## config.mk

```make
export PLATFORM = sky130hd
export DESIGN_NAME = escaped_frame_receiver_crc32_core
export DESIGN_NICKNAME = d
export VERILOG_FILES = /design/src/hw/rtl/efr_pkg.sv /design/src/hw/rtl/efr_deframer.sv /design/src/hw/rtl/escaped_frame_receiver_crc32_core.sv
export SDC_FILE = /design/constraint.sdc
export NUM_CORES = 1
export LEC_CHECK = 0
export BUFFER_PORTS_ARGS = -buffer_cell sky130_fd_sc_hd__buf_2
export CORE_ASPECT_RATIO = 0.8
export CORE_MARGIN = 2
export CORE_UTILIZATION = 45
export CTS_BUF_LIST = sky130_fd_sc_hd__clkbuf_4 sky130_fd_sc_hd__clkbuf_8
export DETAILED_ROUTE_END_ITERATION = 6
export GPL_ROUTABILITY_DRIVEN = 0
export PLACE_DENSITY_LB_ADDON = 0.1
export SYNTH_ARGS = -nofsm -noshare
export SYNTH_HDL_FRONTEND = slang
export SYNTH_HIERARCHICAL = 1
export SYNTH_SLANG_ARGS = --single-unit
```

## constraint.sdc

```tcl
create_clock -name clk -period 9.3 [get_ports clk]
set_input_delay 0.465 -clock clk [delete_from_list [all_inputs] [get_ports clk]]
set_output_delay 0.465 -clock clk [all_outputs]
set_load 0.01 [all_outputs]
```

## src/hw/rtl/efr_pkg.sv

```systemverilog
`timescale 1ns / 1ps

package efr_pkg;

  localparam int PACKET_BYTES = 256;
  localparam int POS_W = $clog2(PACKET_BYTES);

  localparam logic [POS_W-1:0] CRC_START_POS = POS_W'(PACKET_BYTES - 4);
  localparam logic [POS_W-1:0] LAST_POS = POS_W'(PACKET_BYTES - 1);

  localparam logic [7:0] ESCAPE_RESET = 8'd126;
  localparam logic [31:0] CRC_POLY = 32'hEDB88320;
  localparam logic [31:0] CRC_INIT = 32'hFFFFFFFF;
  localparam logic [15:0] COUNT_MAX = 16'hFFFF;

  typedef struct packed {
    logic [7:0] data_byte;
    logic [7:0] byte_position;
    logic packet_end;
    logic crc_match;
    logic [15:0] good_packets;
    logic [15:0] bad_packets;
  } result_t;

  // reflected crc-32, one byte lsb first
  function automatic logic [31:0] crc_byte(input logic [31:0] crc_in, input logic [7:0] b);
    logic [31:0] c;
    c = crc_in ^ {24'd0, b};
    for (int k = 0; k < 8; k++) begin
      if (c[0]) begin
        c = (c >> 1) ^ CRC_POLY;
      end else begin
        c = c >> 1;
      end
    end
    return c;
  endfunction

endpackage

```

## src/hw/rtl/efr_deframer.sv

```systemverilog
`timescale 1ns / 1ps

module efr_deframer (
  input  logic clk,
  input  logic rst,
  input  logic cfg_write,
  input  logic [7:0] cfg_data,
  input  logic step,
  input  logic [7:0] rx_byte,
  output logic emit,
  output efr_pkg::result_t result
);

  logic [7:0] escape_code;
  logic escape_pending, escape_pending_next;
  logic [efr_pkg::POS_W-1:0] write_position, write_position_next;
  logic [31:0] running_crc, running_crc_next;
  logic [31:0] received_crc, received_crc_next;
  logic [15:0] good_count, good_count_next;
  logic [15:0] bad_count, bad_count_next;

  logic is_escape;
  logic restart;
  logic [efr_pkg::POS_W-1:0] pos;
  logic [31:0] crc_base;
  logic [31:0] rcv_base;
  logic [efr_pkg::POS_W-1:0] crc_offset;
  logic [31:0] rcv_merged;
  logic at_end;
  logic match;

  assign is_escape = (rx_byte == escape_code);
  assign restart = !is_escape && escape_pending;
  assign emit = !(is_escape && !escape_pending);

  // a restart clears the packet before this byte is stored
  assign pos = restart ? '0 : write_position;
  assign crc_base = restart ? efr_pkg::CRC_INIT : running_crc;
  assign rcv_base = restart ? 32'd0 : received_crc;
  assign crc_offset = pos - efr_pkg::CRC_START_POS;
  assign rcv_merged = rcv_base | ({24'd0, rx_byte} << {crc_offset[1:0], 3'b000});
  assign at_end = (pos >= efr_pkg::LAST_POS);
  // the last byte is always a crc byte, so the running crc is final here
  assign match = at_end && ((crc_base ^ efr_pkg::CRC_INIT) == rcv_merged);

  always_comb begin
    escape_pending_next = escape_pending;
    write_position_next = write_position;
    running_crc_next = crc_base;
    received_crc_next = rcv_base;
    good_count_next = good_count;
    bad_count_next = bad_count;
    if (is_escape && !escape_pending) begin
      escape_pending_next = 1'b1;
      running_crc_next = running_crc;
      received_crc_next = received_crc;
    end else begin
      escape_pending_next = 1'b0;
      if (pos < efr_pkg::CRC_START_POS) begin
        running_crc_next = efr_pkg::crc_byte(crc_base, rx_byte);
      end else begin
        received_crc_next = rcv_merged;
      end
      if (at_end) begin
        if (match) begin
          if (good_count != efr_pkg::COUNT_MAX) good_count_next = good_count + 16'd1;
        end else begin
          if (bad_count != efr_pkg::COUNT_MAX) bad_count_next = bad_count + 16'd1;
        end
      end
      write_position_next = at_end ? '0 : pos + 1'b1;
    end
  end

  always_comb begin
    result.data_byte = rx_byte;
    result.byte_position = 8'(pos);
    result.packet_end = at_end;
    result.crc_match = match;
    result.good_packets = good_count_next;
    result.bad_packets = bad_count_next;
  end

  always_ff @(posedge clk) begin
    if (rst) begin
      escape_code <= efr_pkg::ESCAPE_RESET;
    end else if (cfg_write) begin
      escape_code <= cfg_data;
    end
  end

  always_ff @(posedge clk) begin
    if (rst) begin
      escape_pending <= 1'b0;
      write_position <= '0;
      running_crc <= efr_pkg::CRC_INIT;
      received_crc <= 32'd0;
      good_count <= 16'd0;
      bad_count <= 16'd0;
    end else if (step) begin
      escape_pending <= escape_pending_next;
      // restart state after the last byte
      write_position <= write_position_next;
      running_crc <= at_end && emit ? efr_pkg::CRC_INIT : running_crc_next;
      received_crc <= at_end && emit ? 32'd0 : received_crc_next;
      good_count <= good_count_next;
      bad_count <= bad_count_next;
    end
  end

  a_pos_in_range: assert property (@(posedge clk) disable iff (rst)
    write_position <= efr_pkg::LAST_POS)
    else $error("write position past end of packet");

  a_end_wraps: assert property (@(posedge clk) disable iff (rst)
    step && emit && at_end |=> write_position == '0 && running_crc == efr_pkg::CRC_INIT)
    else $error("packet end did not restart packet");

  a_lone_escape_holds: assert property (@(posedge clk) disable iff (rst)
    step && !emit |=> escape_pending && $stable(write_position) && $stable(running_crc))
    else $error("lone escape changed packet state");

  a_counts_one_at_a_time: assert property (@(posedge clk) disable iff (rst)
    step |=> $countones({good_count != $past(good_count), bad_count != $past(bad_count)}) <= 1)
    else $error("both packet counters moved");

endmodule

```

## src/hw/rtl/escaped_frame_receiver_crc32_core.sv

```systemverilog
`timescale 1ns / 1ps

// escaped frame receiver with crc-32 check
// in channel: in_valid / in_ready carry one raw link byte (rx_byte) per beat
// out channel: out_valid / out_ready carry one de-escaped packet byte per beat,
//   with its position, packet_end, crc_match and the good / bad packet counts
// escape_code is written through cfg_write / cfg_data; the user must write it
// only while the block is idle, and the block itself does not enforce this. a
// byte is captured in the input register at accept, decoded and crc-updated as it
// leaves, and its result lands in the output register. one byte per cycle is
// sustained while out_ready stays high; the byte-wide crc update is the
// combinational path that sets it. a lone escape beat produces no output beat
// when out_ready stays low the output register holds its beat, one more byte
// waits in the input register, then in_ready drops until the output drains
// reset clears both registers, the packet position, crc and counters, and
// restores escape_code to 126

module escaped_frame_receiver_crc32_core (
  input  logic clk,
  input  logic rst,
  input  logic cfg_write,
  input  logic [7:0] cfg_data,
  input  logic in_valid,
  output logic in_ready,
  input  logic [7:0] rx_byte,
  output logic out_valid,
  input  logic out_ready,
  output logic [7:0] data_byte,
  output logic [7:0] byte_position,
  output logic packet_end,
  output logic crc_match,
  output logic [15:0] good_packets,
  output logic [15:0] bad_packets
);

  logic in_full;
  logic [7:0] in_byte;
  logic advance;
  logic emit;
  efr_pkg::result_t result;
  efr_pkg::result_t out_reg;

  assign advance = in_full && (!out_valid || out_ready);
  assign in_ready = !in_full || advance;

  efr_deframer u_deframer (
    .clk(clk),
    .rst(rst),
    .cfg_write(cfg_write),
    .cfg_data(cfg_data),
    .step(advance),
    .rx_byte(in_byte),
    .emit(emit),
    .result(result)
  );

  always_ff @(posedge clk) begin
    if (rst) begin
      in_full <= 1'b0;
    end else if (in_valid && in_ready) begin
      in_full <= 1'b1;
    end else if (advance) begin
      in_full <= 1'b0;
    end
  end

  always_ff @(posedge clk) begin
    if (in_valid && in_ready) begin
      in_byte <= rx_byte;
    end
  end

  always_ff @(posedge clk) begin
    if (rst) begin
      out_valid <= 1'b0;
    end else if (advance) begin
      out_valid <= emit;
    end else if (out_ready) begin
      out_valid <= 1'b0;
    end
  end

  always_ff @(posedge clk) begin
    if (advance && emit) begin
      out_reg <= result;
    end
  end

  assign data_byte = out_reg.data_byte;
  assign byte_position = out_reg.byte_position;
  assign packet_end = out_reg.packet_end;
  assign crc_match = out_reg.crc_match;
  assign good_packets = out_reg.good_packets;
  assign bad_packets = out_reg.bad_packets;

  a_stall_only_when_full: assert property (@(posedge clk) disable iff (rst)
    !in_ready |-> in_full && out_valid && !out_ready)
    else $error("input stalled with room downstream");

  a_held_byte_kept: assert property (@(posedge clk) disable iff (rst)
    in_full && !advance |=> in_full && $stable(in_byte))
    else $error("waiting input byte lost");

  a_no_emit_no_beat: assert property (@(posedge clk) disable iff (rst)
    advance && !emit |=> !out_valid)
    else $error("output beat for a lone escape");

endmodule
```

==> results of run 1 <==
## cells by family after synthesis
family                     synth area share [%]
and+or+nand+nor                            18.7
AOI/OAI and AO/OA                          14.4
DFF                                        44.3
xor gates and xnor gates                   14.1
buffers and inverters                      5.45
muxes                                      2.70
adders and majority gates                 0.383
## synthesized netlist by cell type (17+ instances only)
cell type / instances
dfxtp_1: 115
nor2_1: 110
xnor2_1: 94
a21oi_1: 62
edfxtp_1: 58
nand2_1: 42
xor2_1: 39
clkbuf_1: 33
nand3_1: 31
a22o_1: 24
nand4_1: 23
and2_1: 22
nor4_1: 19
a211oi_1: 17
a22oi_1: 17
buf_4: 17
nor3_1: 17
## critical path: stages, from the launching register on
cell,delay (ps)
edfxtp_1,890
xnor2_1,220
and4_4,270
a21oi_2,50
buf_4,240
or3_1,720
nor2_1,820
nand2_1,680
or4_1,610
a21oi_1,160
## per-stage QoR
stage | power, W | cell area [µm²] | cells | utilization [%] | setup WS [ps]
detailed placement | 0.00138 | 9530 | 1226 | 48.0 | 4650
floorplan | 0.00127 | 9140 | 952 | - | 5610
CTS | 0.00200 | 10000 | 1258 | 50.4 | 4610
global route | 0.00209 | 10000 | 1258 | 50.4 | 4170
global placement | 0.00138 | 9530 | 1226 | 48.0 | 4790
finish | 0.00199 | 10000 | 1258 | 50.4 | 4530
## routing by layer
metal | share of wire [%] | global-route usage, %
met1 | 50 | 36.8
met2 | 40 | 29.0
met3 | 8.4 | 5.49
met4 | 1.1 | 4.47
met5 | 0 | 0
## report_power, final
group | internal (W) | switching (W)
clock network | 0.000329 | 0.000295
registers | 0.000820 | 0.0000712
logic | 0.000231 | 0.000248
## registers in the layout (all words and copies together), names as in the netlist, 8 cells and up
register	flops
u_deframer/running_crc	32
in_byte	8
u_deframer/write_position	8
u_deframer/bad_count	16
u_deframer/good_count	16
u_deframer/escape_code	8
bad_packets	16
u_deframer/received_crc	32
byte_position	8
data_byte	8
good_packets	16
## path summary, 6_finish.rpt
kind | slack [ps] | end | cells after the start
hold reg to reg | 470 | u_deframer/received_crc[30] | 1
setup / recovery | 4530 | u_deframer/bad_count[9] | 9
hold / removal | 170 | in_byte[1] | 1
setup reg to reg | 4530 | u_deframer/bad_count[9] | 9
## layout make-up
| class | count | area [µm²] |
|---|---|---|
| fillers | 1815 | 9850 |
| multi-input cells | 685 | 4620 |
| flip-flops and latches | 173 | 4040 |
| repair buffers | 88 | 480 |
| well taps | 264 | 330 |
| clock buffers | 18 | 241 |
| clock inverters | 14 | 229 |
| inverters | 16 | 60.1 |
## cell usage in the layout, fill, tap and decap left out, types with 17 or more instances in the layout
cell type / count
dfxtp_1: 115
nor2_1: 110
xnor2_1: 94
buf_2: 72
a21oi_1: 62
edfxtp_1: 58
nand2_1: 42
xor2_1: 39
nand3_1: 31
a22o_1: 24
nand4_1: 23
and2_1: 22
nor4_1: 19
clkbuf_8: 17
a211oi_1: 17
a22oi_1: 17
==> impl_results.md, run 1 <==
* Core area at between 15000 and 20000 µm²
* Clock transition at path regs at approximately 100 ps
* #FFs+latches synth at 173
* CP required at about 9700 ps
* Critical path launch point type: register
* Slew Viols, Final at 0
* Max Clock Skew at 13.4 ps
* Syn avg cell area at roughly 9.6 µm²
* Vias per inst at 5.71
* Hold buffers post-CTS at 0
* Row cnt at 46
* Setup Fix Bufs, Post-CTS at 0
* Overflow left after global routing at 0
* Drt pass-1 iters at 5
* Critical R2R Launch: in_byte[0]
* Count of port buffers added during placement at 72
* Hold Vio Cnt, Final at 0
* Critical path class: register to register
* Max frequency at between 200 and 250 MHz
* Die height at around 130 µm
* Final setup vio count at 0
* Initial antenna violation count at 0
* GRT Util Overall at ~22%
* Num CTS Buffers at 17
* Yosys cell types at 73
* DR vias at about 7k
* Setup TNS at 0 ps
* Post-synth ARST share at 0%
* Root buf cell: clkbuf_8
* EDFF count, synth at 58
* Synth top area share at approximately 25%
* Ys flop type: dfxtp_1
* Slew HR at approximately 29%
* Post-CTS sizing at 0
* Clock insertion delay at the later pin of the skew report at between 400 and 500 ps
* Layout cells sized above 1 at 15.3%
* Initial DRC Count at just under 800
* # H-tree levels at 4
* Antenna-violating nets left at 0
* Nets at between 1k and 1.5k
* Drt drc at 0
* Largest fanout on the critical path at 34
* Fin Hold WS at between 150 and 200 ps
* RSZ-0062 raised after global routing: no
* Leakage at about 3.7 nW
* First-pass GRT wire length at about 38000 µm
* WP data arrival at between 5000 and 6000 ps
* Max clock buf depth at 2
* Starting density of the core at a little under half
* Tmin final at 4770 ps
* Vias in the first global route at roughly 6.6k
* CP endpoint kind: register
* Type of the most critical hold path: primary input to register
* TritonCTS sink count at between 150 and 200
* DR WL/cell at between 15 and 20 µm
* Worst Tran Pin Value at between 1000 and 1500 ps
* Width of the die at 163 µm
* Status: completed
* Syn_nets at 975
* DRT Wirelength at 23500 µm
* Synth-to-Final Area Change at 9.48%
* Warnings, synthesis at 6
* Max Cap Viol at 0
* Post-Syn Instances at 952
* CTS tree: yes
* Leading area contributor after synthesis: dfxtp_1
* Top Ports at between 70 and 80
* Mapped Area at slightly above 9000 µm²
* Synth top area cells: dfxtp_1 (25%), edfxtp_1 (19%), xnor2_1 (9.0%)
* Post-DP HPWL at 15800 µm
* Largest net degree at the start of global routing at 60
* Ant diodes at 0
* Power per cell area at roughly 200 nW/µm²
* Area of the die at about 21000 µm²
* Worst Setup SP: in_byte[0]
* Period utilisation layout at between 50% and 60%
* Register area share after synthesis at ~44%
* Peak VDD IR at ~0.11 mV
* Hold_sp: rx_byte[1]
No activity file was read; power rests on OpenSTA's default activity.
==> inputs of run 2 (changes only) <==
- clock period: 9.3 -> 3.8 ns (I/O delays scaled with it)
==> run 2 against run 1 <==
Net effect:
- clock-buffer cell count is 1 lower
- die area stayed put
- worst hold slack worse by 110 ps
- cell count rose by 2.9%
- worst setup slack worse by 4200 ps
- sequential power up 140%
- via count increased by 2.8%
- non-clock buffer count rose by 36
==> impl_results.md, run 2 (same netlist as run 1, synthesis figures left out) <==
* CP endpoint kind: register
* Setup TNS at 0 ps
* Vias in the first global route at 6701
* DR vias at 7386
* Period utilisation layout at 92.4%
* DRT Wirelength at ~25000 µm
* Max Cap Viol at 0
* Leakage at 3.87 nW
* Initial antenna violation count at 0
* Layout cells sized above 1 at 16.5%
* CTS tree: yes
* Num CTS Buffers at 17
* Largest net degree at the start of global routing at 60
* Area of the die at 21500 µm²
* Synth-to-Final Area Change at 12.5%
* # H-tree levels at 4
* Largest regs: u_deframer/received_crc x32, u_deframer/running_crc x32
* TritonCTS sink count at around 170
* WP data arrival at roughly 3800 ps
* CP required at a little over 4000 ps
* Tmin final at ~3500 ps
* Count of port buffers added during placement at about 70
* Drt pass-1 iters at 7
* Root buf cell: clkbuf_8
* Final setup vio count at 0
* Setup Fix Bufs, Post-CTS at 0
* Clock insertion delay at the later pin of the skew report at between 400 and 500 ps
* Width of the die at approximately 160 µm
* DR WL/cell at ~19 µm
* Commonest cells after routing, fill and taps aside: dfxtp_1 (115), nor2_1 (110), xnor2_1 (94)
* Core area at 19900 µm²
* Drt drc at 0
* Fillers at between 1.5k and 2k
* Starting density of the core at 46.0%
* Worst Tran Pin Value at approximately 1100 ps
* Slew Viols, Final at 0
* RSZ-0062 raised after global routing: no
* Hold Vio Cnt, Final at 0
* First-pass GRT wire length at 39200 µm
* Status: completed
* Top Ports at 73
* GRT Util Overall at approximately a quarter
* Die height at approximately 130 µm
* Type of the most critical hold path: primary input to register
* Initial DRC Count at 753
* Largest fanout on the critical path at 23
* Peak VDD IR at around 0.3 mV
* Hold buffers post-CTS at 17
* Antenna-violating nets left at 0
* Post-DP HPWL at 16700 µm
* Critical path launch point type: register
* Row cnt at 46
* Vias per inst at about 5.7
* Ant diodes at 0
* Critical path class: register to register
* Nets at between 1k and 1.5k
* Clock transition at path regs at roughly 110 ps
* Most common cell after layout, fill and taps aside: dfxtp_1
* Final Total Pwr at 0.00478 W
* Max clock buf depth at 2
* Post-CTS sizing at 0
* Overflow left after global routing at 0
* Max Clock Skew at roughly 20 ps
* Slew HR at between 20% and 30%
* Max frequency at roughly 280 MHz
* Power per cell area at 465 nW/µm²
-- run 2: cell types whose count changed in the layout (fill, tap and decap cells not counted) --
cell,previous run,this run
inv_6,5,4
clkbuf_4,1,0
inv_8,1,4
dlygate4sd3_1,0,17
clkinv_1,1,2
buf_12,0,2
bufinv_16,5,2
clkinv_4,1,2
buf_4,16,33
-- run 2: metal layers --
| metal | track usage (%) | vias up | part of all wire (%) |
|---|---|---|---|
| li1 | - | 3537 | - |
| met1 | 39.1 | 3536 | 52 |
| met2 | 30.8 | 296 | 41 |
| met3 | 3.28 | 17 | 6.7 |
| met4 | 5.41 | 0 | 0.86 |
| met5 | 0 | - | 0 |
-- run 2: layout make-up --
cell class | instances | area, µm² | area share (%)
Multi-Input combinational cell | 685 | 4620 | 44.9
Sequential cell | 173 | 4040 | 39.3
Timing Repair Buffer | 124 | 818 | 7.96
Tap cell | 264 | 330 | 3.21
Clock buffer | 17 | 234 | 2.28
Clock inverter | 15 | 176 | 1.72
Inverter | 16 | 60.1 | 0.584
-- run 2: per-stage QoR --
stage / util [%] / area (µm²) / std cells / hold WS, ps / setup slack [ps]
finish: 51.8 / 10300 / 1294 / 60.7 / 290
global route: 51.8 / 10300 / 1294 / 44.5 / 12.8
CTS: 51.8 / 10300 / 1294 / 33.3 / 316
detailed placement: 48.9 / 9700 / 1245 / 368 / 358
global placement: 48.9 / 9700 / 1245 / 367 / 395
floorplan: - / 9140 / 952 / 259 / 111
-- run 2: final timing paths --
| path | startpoint | cells after the start | slack [ps] | endpoint |
|---|---|---|---|---|
| min reg2reg | u_deframer/received_crc[27] | 1 | 470 | u_deframer/received_crc[27] |
| max | u_deframer/write_position[1] | 9 | 290 | good_packets[14] |
| min | out_ready | 3 | 60 | in_full |
| max reg2reg | u_deframer/write_position[1] | 9 | 290 | good_packets[14] |
-- run 2: critical path: stages, from the launching register on --
cell and delay, ps:
dfxtp_1 750, nor2b_1 510, a21oi_1 160, xor2_1 160, nor4_1 390, a31o_1 290
nand3_1 200, buf_4 240, nor4_1 360, mux2i_1 290
-- run 2: report_power, final --
| part | total, W | internal (W) | switching (W) |
|---|---|---|---|
| registers | 0.00218 | 0.00201 | 0.000171 |
| clock network | 0.00138 | 0.000610 | 0.000766 |
| logic | 0.00123 | 0.000619 | 0.000610 |
